[src/sv/jet_pkg.sv]
// Shared widths, register indexes, reset values and types for the Julia escape-time block.
package jet_pkg;

   localparam int FRAC_BITS_DEFAULT = 28;

   localparam int Z_W        = 32;  // start point and iterate components
   localparam int K_W        = 31;  // Julia constant components
   localparam int CNT_W      = 16;  // iteration count and limit
   localparam int PROD_W     = 64;  // full product of two iterate components
   localparam int CSR_IDX_W  = 2;
   localparam int CSR_DATA_W = 32;

   localparam logic [CSR_IDX_W-1:0] CSR_K_REAL     = 2'd0;
   localparam logic [CSR_IDX_W-1:0] CSR_K_IMAG     = 2'd1;
   localparam logic [CSR_IDX_W-1:0] CSR_ITER_LIMIT = 2'd2;

   localparam logic signed [K_W-1:0] K_REAL_RESET     = -31'sd107374182;  // -0.4 at Q3.28
   localparam logic signed [K_W-1:0] K_IMAG_RESET     = 31'sd161061274;   // 0.6 at Q3.28
   localparam logic [CNT_W-1:0]      ITER_LIMIT_RESET = 16'd100;

   // Configuration as seen by the iteration datapath; k is already clamped to +/-2.0.
   typedef struct packed {
      logic [K_W-1:0]   k_real;
      logic [K_W-1:0]   k_imag;
      logic [CNT_W-1:0] iter_limit;
   } cfg_type;

endpackage

[src/sv/jet_csr.sv]
// Configuration registers: Julia constant (clamped on write) and iteration limit.
module jet_csr #(
   parameter int FRAC_BITS = jet_pkg::FRAC_BITS_DEFAULT
) (
   input  logic                             clock,
   input  logic                             reset,
   input  logic                             wr_en,
   input  logic [jet_pkg::CSR_IDX_W-1:0]    wr_index,
   input  logic [jet_pkg::CSR_DATA_W-1:0]   wr_data,
   output jet_pkg::cfg_type                 cfg
);

   localparam logic signed [63:0] K_MAX = 64'sd2 <<< FRAC_BITS;
   localparam logic signed [63:0] K_MIN = -K_MAX;

   // Saturate to [-2.0, +2.0]; the result always fits the register width.
   function automatic logic [jet_pkg::K_W-1:0] clamp_k(input logic [jet_pkg::K_W-1:0] raw);
      logic signed [63:0] v;
      logic signed [63:0] c;
      begin
         v = {{(64 - jet_pkg::K_W){raw[jet_pkg::K_W-1]}}, raw};
         if (v > K_MAX) begin
            c = K_MAX;
         end else if (v < K_MIN) begin
            c = K_MIN;
         end else begin
            c = v;
         end
         clamp_k = c[jet_pkg::K_W-1:0];
      end
   endfunction

   localparam logic [jet_pkg::K_W-1:0] K_REAL_RST = clamp_k(jet_pkg::K_REAL_RESET);
   localparam logic [jet_pkg::K_W-1:0] K_IMAG_RST = clamp_k(jet_pkg::K_IMAG_RESET);

   logic [jet_pkg::K_W-1:0]   k_real_ff, k_real_in;
   logic [jet_pkg::K_W-1:0]   k_imag_ff, k_imag_in;
   logic [jet_pkg::CNT_W-1:0] limit_ff,  limit_in;

   always_comb begin
      k_real_in = k_real_ff;
      k_imag_in = k_imag_ff;
      limit_in  = limit_ff;
      if (wr_en) begin
         case (wr_index)
            jet_pkg::CSR_K_REAL:     k_real_in = clamp_k(wr_data[jet_pkg::K_W-1:0]);
            jet_pkg::CSR_K_IMAG:     k_imag_in = clamp_k(wr_data[jet_pkg::K_W-1:0]);
            jet_pkg::CSR_ITER_LIMIT: limit_in  = wr_data[jet_pkg::CNT_W-1:0];
            default: begin
               // drop writes to unknown indexes
            end
         endcase
      end
   end

   always_ff @(posedge clock) begin
      if (reset) begin
         k_real_ff <= K_REAL_RST;
         k_imag_ff <= K_IMAG_RST;
         limit_ff  <= jet_pkg::ITER_LIMIT_RESET;
      end else begin
         k_real_ff <= k_real_in;
         k_imag_ff <= k_imag_in;
         limit_ff  <= limit_in;
      end
   end

   assign cfg.k_real     = k_real_ff;
   assign cfg.k_imag     = k_imag_ff;
   assign cfg.iter_limit = limit_ff;

endmodule

[src/sv/jet_mul.sv]
// Shared signed 32x32 multiplier with a registered full-width product.
module jet_mul (
   input  logic                              clock,
   input  logic                              en,
   input  logic signed [jet_pkg::Z_W-1:0]    op_a,
   input  logic signed [jet_pkg::Z_W-1:0]    op_b,
   output logic signed [jet_pkg::PROD_W-1:0] product
);

   logic signed [jet_pkg::PROD_W-1:0] product_ff;

   always_ff @(posedge clock) begin
      if (en) begin
         product_ff <= op_a * op_b;
      end
   end

   assign product = product_ff;

endmodule

[src/sv/julia_escape_time.sv]
// Top level of the Julia escape-time block: handshakes, sequencer and iteration datapath.
//
// Each item is a start point z0 (signed fixed point, FRAC_BITS fraction bits, Q4.28 by
// default). The block repeats z = z*z + k and returns the number of iterations done while
// |z|^2 <= 4.0 and the count is below the iteration limit. k comes from the configuration
// registers and is clamped to +/-2.0 when written. One item is worked on at a time: all
// three products of an iteration (zr*zr, zi*zi, zr*zi) go through a single 32x32
// multiplier, so each iteration takes three multiply steps plus an update step, and the
// test that ends the loop costs one more such round. The next item is taken in the cycle
// after the result is taken. The configuration port is always ready; write it only while
// no item is in flight. Register indexes: 0 k_real, 1 k_imag, 2 iteration_limit; writes
// to index 3 are dropped.
module julia_escape_time #(
   parameter int FRAC_BITS = jet_pkg::FRAC_BITS_DEFAULT
) (
   input  logic                             clock,
   input  logic                             reset,

   input  logic                             req_valid,
   output logic                             req_ready,
   input  logic signed [jet_pkg::Z_W-1:0]   req_start_real,
   input  logic signed [jet_pkg::Z_W-1:0]   req_start_imag,

   output logic                             rsp_valid,
   input  logic                             rsp_ready,
   output logic [jet_pkg::CNT_W-1:0]        rsp_escape_count,

   input  logic                             csr_valid,
   output logic                             csr_ready,
   input  logic [jet_pkg::CSR_IDX_W-1:0]    csr_index,
   input  logic [jet_pkg::CSR_DATA_W-1:0]   csr_data
);

   localparam int PW = jet_pkg::PROD_W;
   localparam int ZW = jet_pkg::Z_W;
   localparam int KW = jet_pkg::K_W;

   // Escape radius 4.0 at the scale of the raw squares; beyond 63 bits every point stays in.
   localparam bit                 ALWAYS_IN = (2 * FRAC_BITS + 2) > 63;
   localparam logic [PW-1:0]      ESC_LIM   = ALWAYS_IN ? '1 : (64'd1 << (2 * FRAC_BITS + 2));
   localparam logic signed [PW-1:0] Z_MAX   = (64'sd1 <<< (ZW - 1)) - 64'sd1;
   localparam logic signed [PW-1:0] Z_MIN   = -(64'sd1 <<< (ZW - 1));

   // Sequencer codes
   localparam logic [2:0] ST_IDLE   = 3'd0;
   localparam logic [2:0] ST_MUL_RR = 3'd1;  // issue zr*zr
   localparam logic [2:0] ST_MUL_II = 3'd2;  // issue zi*zi, capture zr^2
   localparam logic [2:0] ST_MUL_RI = 3'd3;  // issue zr*zi, form |z|^2 test and difference
   localparam logic [2:0] ST_STEP   = 3'd4;  // test, then update z or finish
   localparam logic [2:0] ST_DONE   = 3'd5;  // hold the result

   function automatic logic [ZW-1:0] sat_z(input logic signed [PW-1:0] v);
      begin
         if (v > Z_MAX) begin
            sat_z = Z_MAX[ZW-1:0];
         end else if (v < Z_MIN) begin
            sat_z = Z_MIN[ZW-1:0];
         end else begin
            sat_z = v[ZW-1:0];
         end
      end
   endfunction

   jet_pkg::cfg_type cfg;

   logic [2:0]                 state_ff, state_in;
   logic signed [ZW-1:0]       zr_ff, zr_in;
   logic signed [ZW-1:0]       zi_ff, zi_in;
   logic [jet_pkg::CNT_W-1:0]  count_ff, count_in;
   logic [PW-1:0]              sq_r_ff, sq_r_in;
   logic signed [PW-1:0]       diff_ff, diff_in;
   logic                       inside_ff, inside_in;

   logic                       mul_en;
   logic signed [ZW-1:0]       mul_a, mul_b;
   logic signed [PW-1:0]       product;
   logic [PW-1:0]              mag_sum;
   logic signed [PW-1:0]       k_real_ext, k_imag_ext;
   logic signed [PW-1:0]       next_real, next_imag;
   logic                       req_acc, rsp_acc, keep_going;

   assign csr_ready = 1'b1;

   jet_csr #(
      .FRAC_BITS (FRAC_BITS)
   ) u_csr (
      .clock    (clock),
      .reset    (reset),
      .wr_en    (csr_valid),
      .wr_index (csr_index),
      .wr_data  (csr_data),
      .cfg      (cfg)
   );

   // Operand selection for the shared multiplier
   always_comb begin
      mul_en = state_ff inside {ST_MUL_RR, ST_MUL_II, ST_MUL_RI};
      case (state_ff)
         ST_MUL_RR: begin
            mul_a = zr_ff;
            mul_b = zr_ff;
         end
         ST_MUL_II: begin
            mul_a = zi_ff;
            mul_b = zi_ff;
         end
         default: begin
            mul_a = zr_ff;
            mul_b = zi_ff;
         end
      endcase
   end

   jet_mul u_mul (
      .clock   (clock),
      .en      (mul_en),
      .op_a    (mul_a),
      .op_b    (mul_b),
      .product (product)
   );

   assign req_ready        = (state_ff == ST_IDLE);
   assign rsp_valid        = (state_ff == ST_DONE);
   assign rsp_escape_count = count_ff;
   assign req_acc          = req_valid && req_ready;
   assign rsp_acc          = rsp_valid && rsp_ready;

   // In ST_MUL_RI the multiplier output holds zi^2; in ST_STEP it holds zr*zi.
   assign mag_sum    = sq_r_ff + product;
   assign k_real_ext = {{(PW - KW){cfg.k_real[KW-1]}}, cfg.k_real};
   assign k_imag_ext = {{(PW - KW){cfg.k_imag[KW-1]}}, cfg.k_imag};
   assign next_real  = (diff_ff >>> FRAC_BITS) + k_real_ext;
   assign next_imag  = (product >>> (FRAC_BITS - 1)) + k_imag_ext;
   assign keep_going = inside_ff && (count_ff != cfg.iter_limit);

   always_comb begin
      state_in  = state_ff;
      zr_in     = zr_ff;
      zi_in     = zi_ff;
      count_in  = count_ff;
      sq_r_in   = sq_r_ff;
      diff_in   = diff_ff;
      inside_in = inside_ff;
      case (state_ff)
         ST_IDLE: begin
            if (req_acc) begin
               zr_in    = req_start_real;
               zi_in    = req_start_imag;
               count_in = '0;
               state_in = ST_MUL_RR;
            end
         end
         ST_MUL_RR: begin
            state_in = ST_MUL_II;
         end
         ST_MUL_II: begin
            sq_r_in  = product;
            state_in = ST_MUL_RI;
         end
         ST_MUL_RI: begin
            inside_in = ALWAYS_IN || (mag_sum <= ESC_LIM);
            diff_in   = $signed(sq_r_ff) - product;
            state_in  = ST_STEP;
         end
         ST_STEP: begin
            if (keep_going) begin
               zr_in    = sat_z(next_real);
               zi_in    = sat_z(next_imag);
               count_in = count_ff + 1'b1;
               state_in = ST_MUL_RR;
            end else begin
               // hold the count as the result
               state_in = ST_DONE;
            end
         end
         ST_DONE: begin
            if (rsp_acc) begin
               state_in = ST_IDLE;
            end
         end
         default: begin
            state_in = ST_IDLE;
         end
      endcase
   end

   always_ff @(posedge clock) begin
      if (reset) begin
         state_ff <= ST_IDLE;
      end else begin
         state_ff <= state_in;
      end
   end

   always_ff @(posedge clock) begin
      zr_ff     <= zr_in;
      zi_ff     <= zi_in;
      count_ff  <= count_in;
      sq_r_ff   <= sq_r_in;
      diff_ff   <= diff_in;
      inside_ff <= inside_in;
   end

   // The count never passes the limit it is checked against.
   a_count_bounded: assert property (@(posedge clock) disable iff (reset)
      rsp_valid |-> (rsp_escape_count <= cfg.iter_limit))
      else $error("escape count above iteration limit");

   // An accepted item starts a fresh count with the first multiply.
   a_start_clean: assert property (@(posedge clock) disable iff (reset)
      req_acc |=> (state_ff == ST_MUL_RR) && (count_ff == '0))
      else $error("item did not start a fresh iteration");

   // A passing test advances the count by exactly one and loops back.
   a_step_advance: assert property (@(posedge clock) disable iff (reset)
      (state_ff == ST_STEP) && keep_going
      |=> (count_ff == $past(count_ff) + 1'b1) && (state_ff == ST_MUL_RR))
      else $error("iteration step did not advance count");

   // A result waiting to be taken holds its value.
   a_result_held: assert property (@(posedge clock) disable iff (reset)
      rsp_valid && !rsp_ready |=> rsp_valid && $stable(rsp_escape_count))
      else $error("result changed before it was taken");

   // Never take a new item while a result is outstanding.
   a_one_item: assert property (@(posedge clock) disable iff (reset)
      !(req_ready && rsp_valid))
      else $error("input ready while result pending");

endmodule

[config.mk]
export PLATFORM = sky130hd
export DESIGN_NAME = julia_escape_time
export DESIGN_NICKNAME = d
export VERILOG_FILES = /design/src/sv/jet_pkg.sv /design/src/sv/jet_csr.sv /design/src/sv/jet_mul.sv /design/src/sv/julia_escape_time.sv
export SDC_FILE = /design/constraint.sdc
export NUM_CORES = 2
export LEC_CHECK = 0
export BUFFER_PORTS_ARGS = -buffer_cell sky130_fd_sc_hd__clkbuf_2
export CORE_MARGIN = 1
export CORE_UTILIZATION = 56
export DETAILED_ROUTE_END_ITERATION = 10
export PLACE_DENSITY = 0.75
export SLEW_MARGIN = 20
export SYNTH_ARGS = -nofsm -noshare
export SYNTH_HDL_FRONTEND = slang
export SYNTH_HIERARCHICAL = 1
export SYNTH_SLANG_ARGS = --single-unit
[constraint.sdc]
create_clock -name clock -period 10.3 [get_ports clock]
set_clock_uncertainty 0.2 [all_clocks]
set_input_delay 0 -clock clock [delete_from_list [all_inputs] [get_ports clock]]
set_output_delay 0 -clock clock [all_outputs]
set_load 0.1 [all_outputs]
==> results by group <==
Yosys
  • Synth Instances: around 6600
  • Post-Synthesis Net Count: 8140
  • Number of warnings printed during yosys synthesis: 6
  • Combinational family with the most area after synthesis: adder cells
  • Fraction of the yosys area taken by sequential cells: 0.1485
  • EDFF count, synth: ~250
  • Register bit count reported by yosys: 326
  • Portion of netlist area occupied by mux cells: 0.01310
  • Cell taking the most area after synthesis: sky130_fd_sc_hd__fa_1
  • Largest cells by area after synthesis: sky130_fd_sc_hd__fa_1, sky130_fd_sc_hd__edfxtp_1, sky130_fd_sc_hd__ha_1, sky130_fd_sc_hd__inv_1, sky130_fd_sc_hd__and2_1
  • Simple-gate share of the synthesized area: 0.1596
  • Async set-or-reset flop fraction in the synthesized netlist: 0
  • Cell variety after synth: 97
  • Share of the synthesized area in the top cell type: 0.3593
  • Synth Area per Inst: 9.203 um2
  • Area share of xor/xnor cells in the synthesized design: 0.03057
  • Dominant cell by count in the synthesized netlist: sky130_fd_sc_hd__inv_1
  • Share of the synthesized area in compound gates (AO/OA/AOI/OAI): 0.1102
  • Area of the mapped netlist: 60450 um2
  • Flip-flop cell with the highest count after synthesis: sky130_fd_sc_hd__edfxtp_1
  • Adder-cell share of the synthesized area: 0.4388
  • Synth top cells by count: sky130_fd_sc_hd__inv_1, sky130_fd_sc_hd__fa_1, sky130_fd_sc_hd__nand2_1

Floorplanning
  • Core area: 107100 um2
  • Y dimension of the die: 330.5 um
  • Initial standard-cell utilization of the core: 0.5647
  • Row cnt: between 100 and 150
  • Count of pins on the block boundary: 122
  • Die Outline Area: 109300 um2
  • Width of the die: 330.5 um

Timing
  • Sum of negative setup slack: 0 ns
  • Setup-failing EPs final: 0
  • Final worst path period need: 9.910 ns
  • Ratio of final minimum period to clock period: 0.9621
  • Final worst slack: slightly below 0.4 ns
  • Final Hold Slack: 0.08962 ns
  • Pins Over Slew Limit: 0
  • Relative slew margins: 0.1944
  • Setup repair after global routing missed its margin: false
  • Worst Tran Pin Value: 1.198 ns
  • Highest clock rate: 100.9 MHz
  • Final Hold Violating Endpoints: 0

Clocking
  • TritonCTS clock tree: done
  • Skew-Pair Late Insertion Delay: 0.58 ns
  • Level count of the clock H-tree: 2
  • Clock Tree Root: sky130_fd_sc_hd__clkbuf_16
  • Clock-pin slew reported for the worst setup and hold paths after clock tree synthesis: 0.06 ns
  • CTS max path bufs: 3
  • CTS sink cnt: 326
  • Number of buffers added for setup after CTS: 0
  • Number of buffers inserted during clock tree synthesis: 34

Critical path
  • Critical Path Max Stage Delay: 0.63 ns
  • Maximum fanout count along the critical path: 44
  • Cell with the largest stage delay on the worst path: sky130_fd_sc_hd__mux2_2
  • Crit. End Element: register
  • Crit path arrival time: 10.01 ns
  • Worst setup path category: register to register
  • Crit path launch type: register
  • WP data required: ~10 ns

GRT
  • Number of antenna violations at the first check in global routing: 4
  • Overall overflow remaining after global route: 0
  • First-pass GRT wire length: 289.6 mm
  • Vias in the first global route: 49590
  • Pin count of the biggest net entering global routing: 84
  • All-layer global routing usage: 0.3503

Placement
  • Number of I/O port buffers: 119
  • Pre-CTS setup slack: 0.3735 ns
  • Global placement routability congestion: roughly 0.99
  • Estimated wirelength of the detail-placed design: approximately 150 mm

Route
  • Number of iterations in the first detailed-routing pass: 6
  • Routed via count divided by cell count: roughly 6
  • Post-route DRC: 0
  • Post-route antenna net violation count: 0
  • WL final: 188.0 mm
  • Wire length per cell after detailed routing: 23.40 um
  • Via count of the routed design: approximately 48000
  • Detailed router's first-iteration violation count: 4001

Hold path
  • Worst hold path class: primary input to register

Layout
  • Final core utilization: 0.6037
  • Relative area change from synthesis to final layout: 6.907%
  • Fraction of final layout cells with drive strength greater than 1: 0.06112
  • Total number of nets in the final design: 8173
  • Layout filler cell count: 9147

Run
  • Max-cap viol count: 0

Status
  • Status: complete, no violations
## layout by cell type, fill, tap and decap left out, drive strengths merged, types with 81 or more instances in the layout
master       Yosys  layout
a21oi          319     319
fa            1085    1085
nor2           243     243
o21ai          138     138
and2           530     530
dfxtp           81      81
dlygate4sd3      0     120
inv           1232    1237
ha             384     384
edfxtp         245     245
buf             43      98
xnor2          144     144
clkbuf         297     161
nand3          114     114
nand2          709     709
## final cells by class
class                   instances  area, um2  area share
well taps                    1403       1755     0.02716
inverters                    1232       4624     0.07156
clock inverters                19      251.5    0.003892
multi-input cells            4670      45530      0.7045
clock buffers                  42      912.1     0.01411
flip-flops and latches        326       8980      0.1390
diodes                          5      12.51   0.0001936
repair buffers                337       2557     0.03957
## per-stage QoR
step,area [um2],instances
floorplan,60450,6568
global route,64620,8031
global placement,62230,7848
finish,64620,8034
CTS,64600,8029
detailed placement,62230,7848
## logic make-up (layout without fill, tap and decap cells)
logic type,Yosys count,after routing
simple gates,1942,1942
buf+inv,1572,1630
fa+ha+maj,1469,1469
compound gates,976,976
flops,326,326
xor+xnor,211,211
mux,71,71
other cells,1,6
## per-layer routing
metal	routed length (um)	track usage	share of wire	vias to the layer above
met5	27	0	0.00014	-
met3	13160	0.05450	0.070	511
met4	11440	0.1756	0.061	4
met2	90330	0.5770	0.48	2009
li1	-	-	-	21000
met1	73050	0.4503	0.39	24470
## final timing paths
path	from	endpoint	slack (ns)	depth (start not counted)
worst max-delay path	state_ff[1]	u_mul/product[35]	0.39	32
worst min-delay path	csr_data[28]	u_csr/k_real_ff[28]	0.09	3
worst max register to register	state_ff[1]	u_mul/product[35]	0.39	32
worst min register to register	u_csr/k_real_ff[2]	u_csr/k_real_ff[2]	0.27	2
## critical path, delay by kind of cell, from the launching register on
kind	cells	cell delay [ns]
buffers and inverters	11	1.27
DFF	1	0.58
adders and majority gates	9	4.50
and+or+nand+nor	5	0.86
muxes	1	0.63
xor gates and xnor gates	1	0.17
AOI/OAI and AO/OA	5	1.34
## state kept, by name (all words and copies together) (netlist names)
signal and count:
diff_ff 36, inside_ff 1, rsp_escape_count 16, sq_r_ff 64, state_ff 3, u_csr/k_imag_ff 31
u_csr/k_real_ff 31, u_csr/limit_ff 16, u_mul/product 64, zi_ff 32, zr_ff 32
## timing repair
item | 4_1_cts | 5_1_grt
hold buffers | 120 | 0
gates resized for setup | 0 | 4
endpoints found under the setup margin | 0 | 6
endpoints found under the hold margin | 145 | 0
Power is left out: the tool's default activity adds up to more than one toggle a clock period on the data nets, which glitch-free logic cannot reach.
